==> config.mk <==
export PLATFORM = sky130hd
export DESIGN_NAME = sorted_table_search_insert_unit
export DESIGN_NICKNAME = d
export VERILOG_FILES = /design/src/rtl/stsi_pkg.sv /design/src/rtl/stsi_dp.sv /design/src/rtl/stsi_ctrl.sv /design/src/rtl/sorted_table_search_insert_unit.sv
export SDC_FILE = /design/constraint.sdc
export NUM_CORES = 2
export LEC_CHECK = 0
export BUFFER_PORTS_ARGS = -buffer_cell sky130_fd_sc_hd__buf_2
export CAP_MARGIN = 10
export CORE_UTILIZATION = 48
export CTS_CLUSTER_DIAMETER = 150
export DETAILED_ROUTE_END_ITERATION = 7
export PLACE_DENSITY_LB_ADDON = 0.25
export SLEW_MARGIN = 30
export SYNTH_ARGS = -nofsm -noshare
export SYNTH_HDL_FRONTEND = slang
export SYNTH_HIERARCHICAL = 1
export SYNTH_SLANG_ARGS = --single-unit
==> constraint.sdc <==
create_clock -name i_clk -period 14.4 [get_ports i_clk]
set_input_delay 2.16 -clock i_clk [delete_from_list [all_inputs] [get_ports i_clk]]
set_output_delay 2.16 -clock i_clk [all_outputs]
set_load 0.005 [all_outputs]
==> src/rtl/stsi_pkg.sv <==
package stsi_pkg;

    localparam int DEFAULT_CAPACITY = 64;
    localparam int VALUE_W          = 32;
    localparam int KIND_W           = 2;
    localparam int INDEX_W          = 6;
    localparam int OUT_W            = 8;

    typedef enum logic [KIND_W-1:0] {
        KIND_APPEND = 2'd0,
        KIND_SEARCH = 2'd1,
        KIND_UPDATE = 2'd2
    } t_kind;

    // commands from sequencer to datapath
    typedef struct packed {
        logic load;
        logic rd_mid;
        logic srch_step;
        logic res_miss;
        logic res_full;
        logic rd_swap;
        logic wr_swap_lo;
        logic wr_swap_hi;
        logic app_wr;
        logic ins_rd;
        logic ins_shift;
        logic ins_wr;
        logic res_load;
    } t_cmd;

    // datapath status back to sequencer
    typedef struct packed {
        logic full;
        logic srch_end;
        logic eq;
        logic lt;
        logic hit_last;
        logic slot_zero;
        logic slot_one;
    } t_stat;

endpackage

==> src/rtl/stsi_dp.sv <==
module stsi_dp #(
    parameter int CAPACITY = stsi_pkg::DEFAULT_CAPACITY
) (
    input  logic                          i_clk,
    input  logic                          i_rst_n,
    input  stsi_pkg::t_cmd                i_cmd,
    input  logic [stsi_pkg::VALUE_W-1:0]  i_value,
    output stsi_pkg::t_stat               o_stat,
    output logic                          o_found,
    output logic [stsi_pkg::INDEX_W-1:0]  o_index,
    output logic                          o_status
);

    localparam int FW = $clog2(CAPACITY + 1);
    localparam int AW = $clog2(CAPACITY);
    localparam int VW = stsi_pkg::VALUE_W;
    localparam int IW = stsi_pkg::INDEX_W;

    logic signed [VW-1:0] r_mem [CAPACITY];
    logic signed [VW-1:0] r_rdata;
    logic signed [VW-1:0] r_value;
    logic [FW-1:0]        r_fill;
    logic [FW-1:0]        r_lo;
    logic [FW-1:0]        r_hi;       // exclusive upper bound
    logic [FW-1:0]        r_slot;
    logic                 r_res_found;
    logic [IW-1:0]        r_res_index;
    logic                 r_res_status;
    logic                 r_out_found;
    logic [IW-1:0]        r_out_index;
    logic                 r_out_status;

    logic [FW:0]          mid_sum;
    logic [FW-1:0]        mid;
    logic [FW-1:0]        lo_inc;
    logic [FW:0]          lo_inc_w;
    logic [FW-1:0]        slot_dec;
    logic [FW-1:0]        slot_dec2;
    logic                 we;
    logic [AW-1:0]        waddr;
    logic signed [VW-1:0] wdata;
    logic                 re;
    logic [AW-1:0]        raddr;

    // floor((lo + hi_incl) / 2), only used while lo < hi
    assign mid_sum   = {1'b0, r_lo} + {1'b0, r_hi} - (FW+1)'(1);
    assign mid       = mid_sum[FW:1];
    assign lo_inc_w  = {1'b0, r_lo} + (FW+1)'(1);
    assign lo_inc    = lo_inc_w[FW-1:0];
    assign slot_dec  = r_slot - FW'(1);
    assign slot_dec2 = r_slot - FW'(2);

    assign o_stat.full      = (r_fill == FW'(CAPACITY));
    assign o_stat.srch_end  = (r_lo >= r_hi);
    assign o_stat.eq        = (r_rdata == r_value);
    assign o_stat.lt        = (r_rdata < r_value);
    assign o_stat.hit_last  = (lo_inc_w >= {1'b0, r_fill});
    assign o_stat.slot_zero = (r_slot == '0);
    assign o_stat.slot_one  = (r_slot == FW'(1));

    always_comb begin
        we    = i_cmd.app_wr | i_cmd.wr_swap_lo | i_cmd.wr_swap_hi
              | i_cmd.ins_shift | i_cmd.ins_wr;
        waddr = r_slot[AW-1:0];
        wdata = r_value;
        if (i_cmd.app_wr) begin
            waddr = r_fill[AW-1:0];
        end else if (i_cmd.wr_swap_lo) begin
            waddr = r_lo[AW-1:0];
            wdata = r_rdata;
        end else if (i_cmd.wr_swap_hi) begin
            waddr = lo_inc[AW-1:0];
        end else if (i_cmd.ins_shift) begin
            wdata = r_rdata;
        end

        // next probe below the shifted slot goes out in the same cycle
        re    = i_cmd.rd_mid | i_cmd.rd_swap | i_cmd.ins_rd
              | (i_cmd.ins_shift & ~o_stat.slot_one);
        raddr = slot_dec2[AW-1:0];
        if (i_cmd.rd_mid) begin
            raddr = mid[AW-1:0];
        end else if (i_cmd.rd_swap) begin
            raddr = lo_inc[AW-1:0];
        end else if (i_cmd.ins_rd) begin
            raddr = slot_dec[AW-1:0];
        end
    end

    always_ff @(posedge i_clk) begin
        if (we) begin
            r_mem[waddr] <= wdata;
        end
        if (re) begin
            r_rdata <= r_mem[raddr];
        end
    end

    always_ff @(posedge i_clk) begin
        if (!i_rst_n) begin
            r_fill <= '0;
        end else if (i_cmd.app_wr || i_cmd.ins_wr) begin
            r_fill <= r_fill + FW'(1);
        end
    end

    always_ff @(posedge i_clk) begin
        if (i_cmd.load) begin
            r_value      <= i_value;
            r_lo         <= '0;
            r_hi         <= r_fill;
            r_slot       <= r_fill;
            r_res_found  <= 1'b0;
            r_res_index  <= '0;
            r_res_status <= 1'b0;
        end
        if (i_cmd.srch_step) begin
            if (o_stat.eq) begin
                r_lo        <= mid;
                r_res_found <= 1'b1;
                r_res_index <= IW'(mid);
            end else if (o_stat.lt) begin
                r_lo <= mid + FW'(1);
            end else begin
                r_hi <= mid;
            end
        end
        if (i_cmd.res_miss) begin
            r_res_index <= IW'(r_lo);
        end
        if (i_cmd.res_full) begin
            r_res_status <= 1'b1;
        end
        if (i_cmd.app_wr) begin
            r_res_index <= IW'(r_fill);
        end
        if (i_cmd.ins_shift) begin
            r_slot <= slot_dec;
        end
        if (i_cmd.ins_wr) begin
            r_res_index <= IW'(r_slot);
        end
        if (i_cmd.res_load) begin
            r_out_found  <= r_res_found;
            r_out_index  <= r_res_index;
            r_out_status <= r_res_status;
        end
    end

    assign o_found  = r_out_found;
    assign o_index  = r_out_index;
    assign o_status = r_out_status;

endmodule

==> src/rtl/stsi_ctrl.sv <==
module stsi_ctrl (
    input  logic                         i_clk,
    input  logic                         i_rst_n,
    input  logic                         i_s_tvalid,
    output logic                         o_s_tready,
    input  logic [stsi_pkg::KIND_W-1:0]  i_kind,
    output logic                         o_m_tvalid,
    input  logic                         i_m_tready,
    input  stsi_pkg::t_stat              i_stat,
    output stsi_pkg::t_cmd               o_cmd
);

    typedef enum logic [3:0] {
        ST_IDLE,
        ST_APPEND,
        ST_SRCH_RD,
        ST_SRCH_CMP,
        ST_HIT,
        ST_SWAP_RD,
        ST_SWAP_LO,
        ST_SWAP_HI,
        ST_INS_RD,
        ST_INS_CMP,
        ST_INS_WR,
        ST_RESULT
    } t_state;

    t_state                       r_state;
    t_state                       n_state;
    logic [stsi_pkg::KIND_W-1:0]  r_kind;
    logic                         r_out_valid;
    logic                         accept;
    logic                         update;

    assign o_s_tready = (r_state == ST_IDLE);
    assign accept     = i_s_tvalid && o_s_tready;
    assign update     = (r_kind == stsi_pkg::KIND_UPDATE);
    assign o_m_tvalid = r_out_valid;

    always_comb begin
        o_cmd   = '0;
        n_state = r_state;
        case (r_state)
            ST_IDLE: begin
                if (accept) begin
                    o_cmd.load = 1'b1;
                    case (i_kind)
                        stsi_pkg::KIND_APPEND: n_state = ST_APPEND;
                        stsi_pkg::KIND_SEARCH: n_state = ST_SRCH_RD;
                        stsi_pkg::KIND_UPDATE: n_state = ST_SRCH_RD;
                        default:               n_state = ST_RESULT;
                    endcase
                end
            end
            ST_APPEND: begin
                if (i_stat.full) begin
                    o_cmd.res_full = 1'b1;
                end else begin
                    o_cmd.app_wr = 1'b1;
                end
                n_state = ST_RESULT;
            end
            ST_SRCH_RD: begin
                if (i_stat.srch_end) begin
                    if (!update) begin
                        o_cmd.res_miss = 1'b1;
                        n_state = ST_RESULT;
                    end else if (i_stat.full) begin
                        o_cmd.res_full = 1'b1;
                        n_state = ST_RESULT;
                    end else begin
                        n_state = ST_INS_RD;
                    end
                end else begin
                    o_cmd.rd_mid = 1'b1;
                    n_state = ST_SRCH_CMP;
                end
            end
            ST_SRCH_CMP: begin
                o_cmd.srch_step = 1'b1;
                n_state = i_stat.eq ? ST_HIT : ST_SRCH_RD;
            end
            ST_HIT: begin
                n_state = (update && !i_stat.hit_last) ? ST_SWAP_RD : ST_RESULT;
            end
            ST_SWAP_RD: begin
                o_cmd.rd_swap = 1'b1;
                n_state = ST_SWAP_LO;
            end
            ST_SWAP_LO: begin
                o_cmd.wr_swap_lo = 1'b1;
                n_state = ST_SWAP_HI;
            end
            ST_SWAP_HI: begin
                o_cmd.wr_swap_hi = 1'b1;
                n_state = ST_RESULT;
            end
            ST_INS_RD: begin
                if (i_stat.slot_zero) begin
                    n_state = ST_INS_WR;
                end else begin
                    o_cmd.ins_rd = 1'b1;
                    n_state = ST_INS_CMP;
                end
            end
            ST_INS_CMP: begin
                // entry below the slot is larger: move it up one place
                if (!i_stat.eq && !i_stat.lt) begin
                    o_cmd.ins_shift = 1'b1;
                    if (i_stat.slot_one) begin
                        n_state = ST_INS_WR;
                    end
                end else begin
                    n_state = ST_INS_WR;
                end
            end
            ST_INS_WR: begin
                o_cmd.ins_wr = 1'b1;
                n_state = ST_RESULT;
            end
            ST_RESULT: begin
                if (!r_out_valid || i_m_tready) begin
                    o_cmd.res_load = 1'b1;
                    n_state = ST_IDLE;
                end
            end
            default: begin
                n_state = ST_IDLE;
            end
        endcase
    end

    always_ff @(posedge i_clk) begin
        if (!i_rst_n) begin
            r_state     <= ST_IDLE;
            r_out_valid <= 1'b0;
        end else begin
            r_state <= n_state;
            if (o_cmd.res_load) begin
                r_out_valid <= 1'b1;
            end else if (i_m_tready) begin
                r_out_valid <= 1'b0;
            end
        end
        if (accept) begin
            r_kind <= i_kind;
        end
    end

`ifndef SYNTHESIS
    a_accept_leaves_idle: assert property (@(posedge i_clk) disable iff (!i_rst_n)
        accept |=> (r_state != ST_IDLE))
        else $error("accepted beat did not start an operation");

    a_no_result_overwrite: assert property (@(posedge i_clk) disable iff (!i_rst_n)
        o_cmd.res_load |-> (!r_out_valid || i_m_tready))
        else $error("pending result overwritten");

    a_append_not_full: assert property (@(posedge i_clk) disable iff (!i_rst_n)
        (o_cmd.app_wr || o_cmd.ins_wr) |-> !i_stat.full)
        else $error("write past table capacity");

    a_shift_above_zero: assert property (@(posedge i_clk) disable iff (!i_rst_n)
        o_cmd.ins_shift |-> !i_stat.slot_zero)
        else $error("insert shift below index zero");

    a_probe_in_range: assert property (@(posedge i_clk) disable iff (!i_rst_n)
        o_cmd.rd_mid |-> !i_stat.srch_end)
        else $error("search probe with empty range");
`endif

endmodule

==> src/rtl/sorted_table_search_insert_unit.sv <==
// append writes the value at the end of the table; kind 3 performs no operation and returns a zeroed result
// search: binary search, with a read state and a compare state per probe
// update hit swaps the entry with the one above it (read, write low, write high); sorted insert moves
// each larger entry up one place (one read port and one write port, one access of each per cycle)
// one item at a time; the next beat is taken once the result is registered
// synchronous active-low reset empties the table (fill count only, no sweep)
module sorted_table_search_insert_unit #(
    parameter int CAPACITY = stsi_pkg::DEFAULT_CAPACITY
) (
    input  logic                         i_clk,
    input  logic                         i_rst_n,
    input  logic                         i_s_tvalid,
    output logic                         o_s_tready,
    input  logic [stsi_pkg::VALUE_W-1:0] i_s_tdata,   // [31:0] value
    input  logic [stsi_pkg::KIND_W-1:0]  i_s_tuser,   // [1:0] kind
    output logic                         o_m_tvalid,
    input  logic                         i_m_tready,
    output logic [stsi_pkg::OUT_W-1:0]   o_m_tdata    // [0] found, [6:1] index, [7] status
);

    stsi_pkg::t_cmd                 cmd;
    stsi_pkg::t_stat                stat;
    logic                           found;
    logic [stsi_pkg::INDEX_W-1:0]   index;
    logic                           status;

    stsi_ctrl u_ctrl (
        .i_clk      (i_clk),
        .i_rst_n    (i_rst_n),
        .i_s_tvalid (i_s_tvalid),
        .o_s_tready (o_s_tready),
        .i_kind     (i_s_tuser),
        .o_m_tvalid (o_m_tvalid),
        .i_m_tready (i_m_tready),
        .i_stat     (stat),
        .o_cmd      (cmd)
    );

    stsi_dp #(
        .CAPACITY (CAPACITY)
    ) u_dp (
        .i_clk    (i_clk),
        .i_rst_n  (i_rst_n),
        .i_cmd    (cmd),
        .i_value  (i_s_tdata),
        .o_stat   (stat),
        .o_found  (found),
        .o_index  (index),
        .o_status (status)
    );

    assign o_m_tdata = {status, index, found};

endmodule
# Word level (Yosys, flattened, before mapping)
# Memories as Yosys holds them, arrays and structs flattened. A register that Yosys moved wholly into a read port is not among the register bits.
# Cells that the tools add are included.
# Widths: inputs -> output; s select.
# word_totals
n_memories,1
out_inout_bits,10
ramBits,2048
inputBits,38
elab_cells,139
ff_bits,83
# mem_list
memory,depth,word_bits,read_ports,rd_ports_with_merged_regs,wr,line,rtl
u_dp.r_mem,64,32,1,1,1,stsi_dp.sv:19,logic signed [VW-1:0] r_mem [CAPACITY];
# op_classes
addsub,7
eq_ne,20
n_mux,68
order_cmp,3
reduce_logical,17
bitwise,9
# op_table
operator,n
$mux 32,4
$mux 6,12
$mux 7,10
$pmux 4 s10,1
$eq 32x32->1,1
$lt 32x32->1,1
$mux 1,28
$mux 4,7
$eq 4x3->1 const B,4
$eq 4x4->1 const B,4
$add 7x1->7 const B,2
$add 7x1->8 const B,1
$add 7x7->8,1
$eq 4x2->1 const B,2
$ge 8x7->1,1
$pmux 4 s2,1
$sub 8x1->8 const B,1
$eq 7x1->1 const B,1
$eq 7x7->1 const B,1
$ge 7x7->1,1
$logic_not 7->1,1
$or 1x1->1,7
$sub 7x1->7 const B,1
$mux 2,3
20 further kinds,28

# Logic depth before layout (Yosys ltp)
# depth
ltp_word,10
depth_mapped,24
ltp_nobuf,18

# Modules after synthesis
# The synthesis kept the hierarchy.
# by_module_without_submodules
mod,seq_area_each_um2,cells_each,area_per_inst_um2,instances
stsi_dp,64451.8,6174,86490.5,1
stsi_ctrl,160.2,93,739.5,1
sorted_table_search_insert_unit,0.0,2,15.0,1

# Least setup slack after synthesis
# Ideal clock, no wire load.
# synth_path
path_type,reg2reg
start,"register u_dp.r_rdata[1], read port of u_dp.r_mem"
end,"memory u_dp/r_mem[0][31] in the netlist's numbering, data pin"
slack_ns,8.572
setup_time_ns,0.702
stages_incl_launch_ff,16
required_ns,13.698
n_path_buf,3
t_arrival_ns,5.126
period_less_slack_ns,5.828
cell_sequence,edfxtp_1 ha_1 nor2b_1 o211ai_1 a21oi_1 o21a_1 o31ai_1 a21oi_1 clkbuf_1 inv_1 nor4_1 clkbuf_1 a21oi_1 nor2_1 clkbuf_1 o21ai_0
# synth_rtl
element,line,rtl
"start, declared",stsi_dp.sv:20,logic signed [VW-1:0] r_rdata;
"end, declared",stsi_dp.sv:19,

==> summary.txt <==
Outcome
  • Status: complete, no violations

Synthesis
  • Synth Area in Adders: 1.01%
  • Leading area contributor after synthesis: edfxtp_1
  • Synth Instances: ~6300
  • Seq/Total Area, Yosys: ~74%
  • Largest family of logic cells by synthesized area: compound AO/OA/AOI/OAI gates
  • Most frequent cells after synthesis: edfxtp_1, a21oi_1, nand2_1, a221oi_1, clkbuf_1
  • Synth async-reset ratio: 0%
  • EDFF count, synth: ~2100
  • Post-synthesis mux area share: under 10%
  • Most common cell in the netlist: edfxtp_1
  • Simple-gate share of the synthesized area: roughly 6.4%
  • Post-synthesis instance area: 0.0872 mm²
  • Main area contributors after synthesis: edfxtp_1, a21oi_1, nand2_1, a221oi_1, mux2i_1
  • Synth top area share: 73.3%
  • Synth unique cells: between 70 and 80
  • Mapped Nets: 6377
  • Primary FF master, synth: edfxtp_1
  • Synth Area per Inst: 13.9 µm²
  • Number of synthesized register bits: around 2200
  • Post-Synth XOR/XNOR Area: less than 1%
  • Yosys warns: 6
  • Synth Area in Compound Gates: ~14%

STA
  • Clock skew: between 60 and 70 ps
  • Final Slew Violations: 0
  • Final setup fails: 0
  • RSZ-0062 raised after global routing: false
  • Final TNS setup: 0 ps
  • Endpoints failing hold: 0
  • FMAX: about 130 MHz
  • Fin crit share: between 50 and 60%
  • Worst-margin pin slew: between 1000 and 1500 ps
  • WHS: 438 ps
  • Tmin final: between 7000 and 8000 ps
  • Worst rel slew slack: about 22%

Final layout
  • FILL cells: ~14000
  • Nets: roughly 6300
  • Area grow syn2layout: 12.1%
  • Share of cells above drive strength 1: 10.4%
  • Fin util: between 50% and 60%

Worst setup path
  • CP arrival: just over 8000 ps
  • R2r worst-path depth: 19
  • CP endpoint kind: flop
  • Crit Path Max Fanout: about 130
  • R2R Path End: u_dp/r_rdata[29]
  • R2r setup slk: just under 7000 ps
  • CP Launch Type: flop
  • Req. time, crit path: 14950 ps
  • Critical path startpoint: u_dp/r_lo[0]
  • RR Startpoint: u_dp/r_lo[0]
  • Crit path kind: flop to flop
  • Setup crit end: u_dp/r_rdata[29]

Detailed routing
  • Drt total wl: around 250000 µm
  • Initial DRC count: between 7000 and 8000
  • Antenna viol nets, final: 0
  • Via count: about 56000
  • Routed wl met3: between 20000 and 25000 µm
  • WL met1: 101000 µm
  • DR vias/cell: 6.35
  • DRT Pass-1 Iters: 6
  • Top Layer Used: met5
  • Met2 wire length: 113000 µm
  • DRC Markers: 0
  • WL/cell: approximately 28 µm

Clock network
  • Clock Sinks: approximately 2200
  • Total CTS buffers: approximately 220
  • Cts repair resizes: 0
  • Clock root cell: clkbuf_16
  • Post-CTS Setup Bufs: 0
  • TritonCTS clock tree: built
  • Clock slew at reported path FFs: 60 ps
  • Clock latency on the worst-skew pair: approximately 860 ps
  • Deepest clock path buffer count: 3
  • CTS Hold Buffers Added: 0
  • H-tree depth: 4

Floorplanning
  • Initial core utilization: 48.3%
  • Die width: between 400 and 500 µm
  • Io pins: 48
  • Num rows: around 160
  • Die Area: approximately 0.18 mm²
  • Core Region: roughly 0.18 mm²
  • Die Ht: 428 µm

Global routing
  • First-pass GRT wire length: ~360000 µm
  • Vias in the first global route: between 50000 and 60000
  • Global Route Usage Sum: between 20% and 30%
  • Initial antenna violation count: 7
  • Gr ovfl total: 0
  • Largest net degree at the start of global routing: approximately 210

Placement
  • Routability cong.: roughly 0.87
  • Port Buf Inserts: 47
  • Final HPWL DP: ~120000 µm

Worst hold path
  • Worst min path class: flop to flop

Run
  • Max-Cap Viols: 0
-- metal layers --
layer / vias up / global-route usage [%]
met1: 28300 / 37.4
met3: 405 / 4.74
met5: - / 0
li1: 24100 / -
met2: 2911 / 40.6
met4: 8 / 9.10
-- flip-flops by register name (all words and copies together), names as in the netlist --
name	cells
u_dp/r_slot	7
u_dp/o_found	1
u_dp/o_status	1
u_dp/o_index	6
u_dp/r_hi	7
u_dp/r_res_found	1
u_ctrl/r_kind	2
u_dp/r_fill	7
u_dp/r_mem	2048
u_dp/r_rdata	32
u_ctrl/r_state	4
u_ctrl/o_m_tvalid	1
u_dp/r_res_index	6
u_dp/r_lo	7
u_dp/r_value	32
u_dp/r_res_status	1
-- metrics by stage --
stage | instance area [µm²] | worst slack (ps) | cells
3_3_place_gp | 90800 | 6180 | 8383
6_report | 97800 | 6770 | 8775
2_1_floorplan | 87200 | 8570 | 6269
5_1_grt | 97800 | 6450 | 8774
3_5_place_dp | 90900 | 6920 | 8384
4_1_cts | 97700 | 6890 | 8772
-- area by class of cell --
| type | count | area, µm² | share of cell area, % |
|---|---|---|---|
| clock inverter | 132 | 1240 | 1.27 |
| multi-input combinational | 3551 | 21400 | 21.9 |
| antenna | 1 | 2.50 | 0.00256 |
| inverter | 91 | 342 | 0.349 |
| clock buffer | 256 | 5570 | 5.69 |
| timing repair buffer | 211 | 1730 | 1.76 |
| tap | 2370 | 2970 | 3.03 |
| sequential | 2163 | 64600 | 66.0 |
-- critical path, stage by stage (launching register included) --
cell and delay, ps:
dfxtp_1 780, inv_1 160, ha_1 320, a21oi_1 70
o21ai_0 220, a21oi_1 120, o21ai_0 220, a21oi_1 100
o21ai_0 170, nand2b_1 150, nor4_2 250, buf_4 310
or2_1 280, o221a_4 570, buf_12 540, buf_4 630
buf_4 790, a221oi_1 210, o31ai_1 950, o221ai_1 260
-- layout by cell type, fill, tap and decap left out, types with 47 or more instances in the layout --
cell       count
clkbuf_16    216
ha_1          69
nor3_1        76
clkinv_1      52
nor2_4        65
mux2i_1      139
a22oi_1      153
buf_2         47
nand2_1     1059
a221oi_1     385
nor2_1        65
inv_1         89
edfxtp_1    2129
buf_4        143
a21oi_1     1116
-- how the worst min path moves through the flow --
stage / cells past startpoint / end / slack [ps] / from
6_report: 0 / u_dp/o_index[5] / 440 / u_dp/r_res_index[5]
5_1_grt: 0 / u_dp/o_index[5] / 440 / u_dp/r_res_index[5]
4_1_cts: 0 / u_dp/o_index[5] / 440 / u_dp/r_res_index[5]
3_5_place_dp: 0 / u_dp/o_status / 420 / u_dp/r_res_status
3_3_place_gp: 0 / u_dp/o_index[5] / 410 / u_dp/r_res_index[5]
2_1_floorplan: 0 / u_dp/o_index[5] / 400 / u_dp/r_res_index[5]
-- logic make-up (layout without fill, tap and decap cells) --
group,after synthesis,in the layout
XOR/XNOR,28,28
adder cells (fa/ha/maj),70,70
AO/OA/AOI/OAI,1926,1926
other,0,1
AND/OR/NAND/NOR,1379,1379
buffers and inverters,555,690
multiplexers,148,148
flip-flops,2163,2163
Power is left out: the tool's default activity adds up to more than one toggle a clock period on the data nets, which glitch-free logic cannot reach.
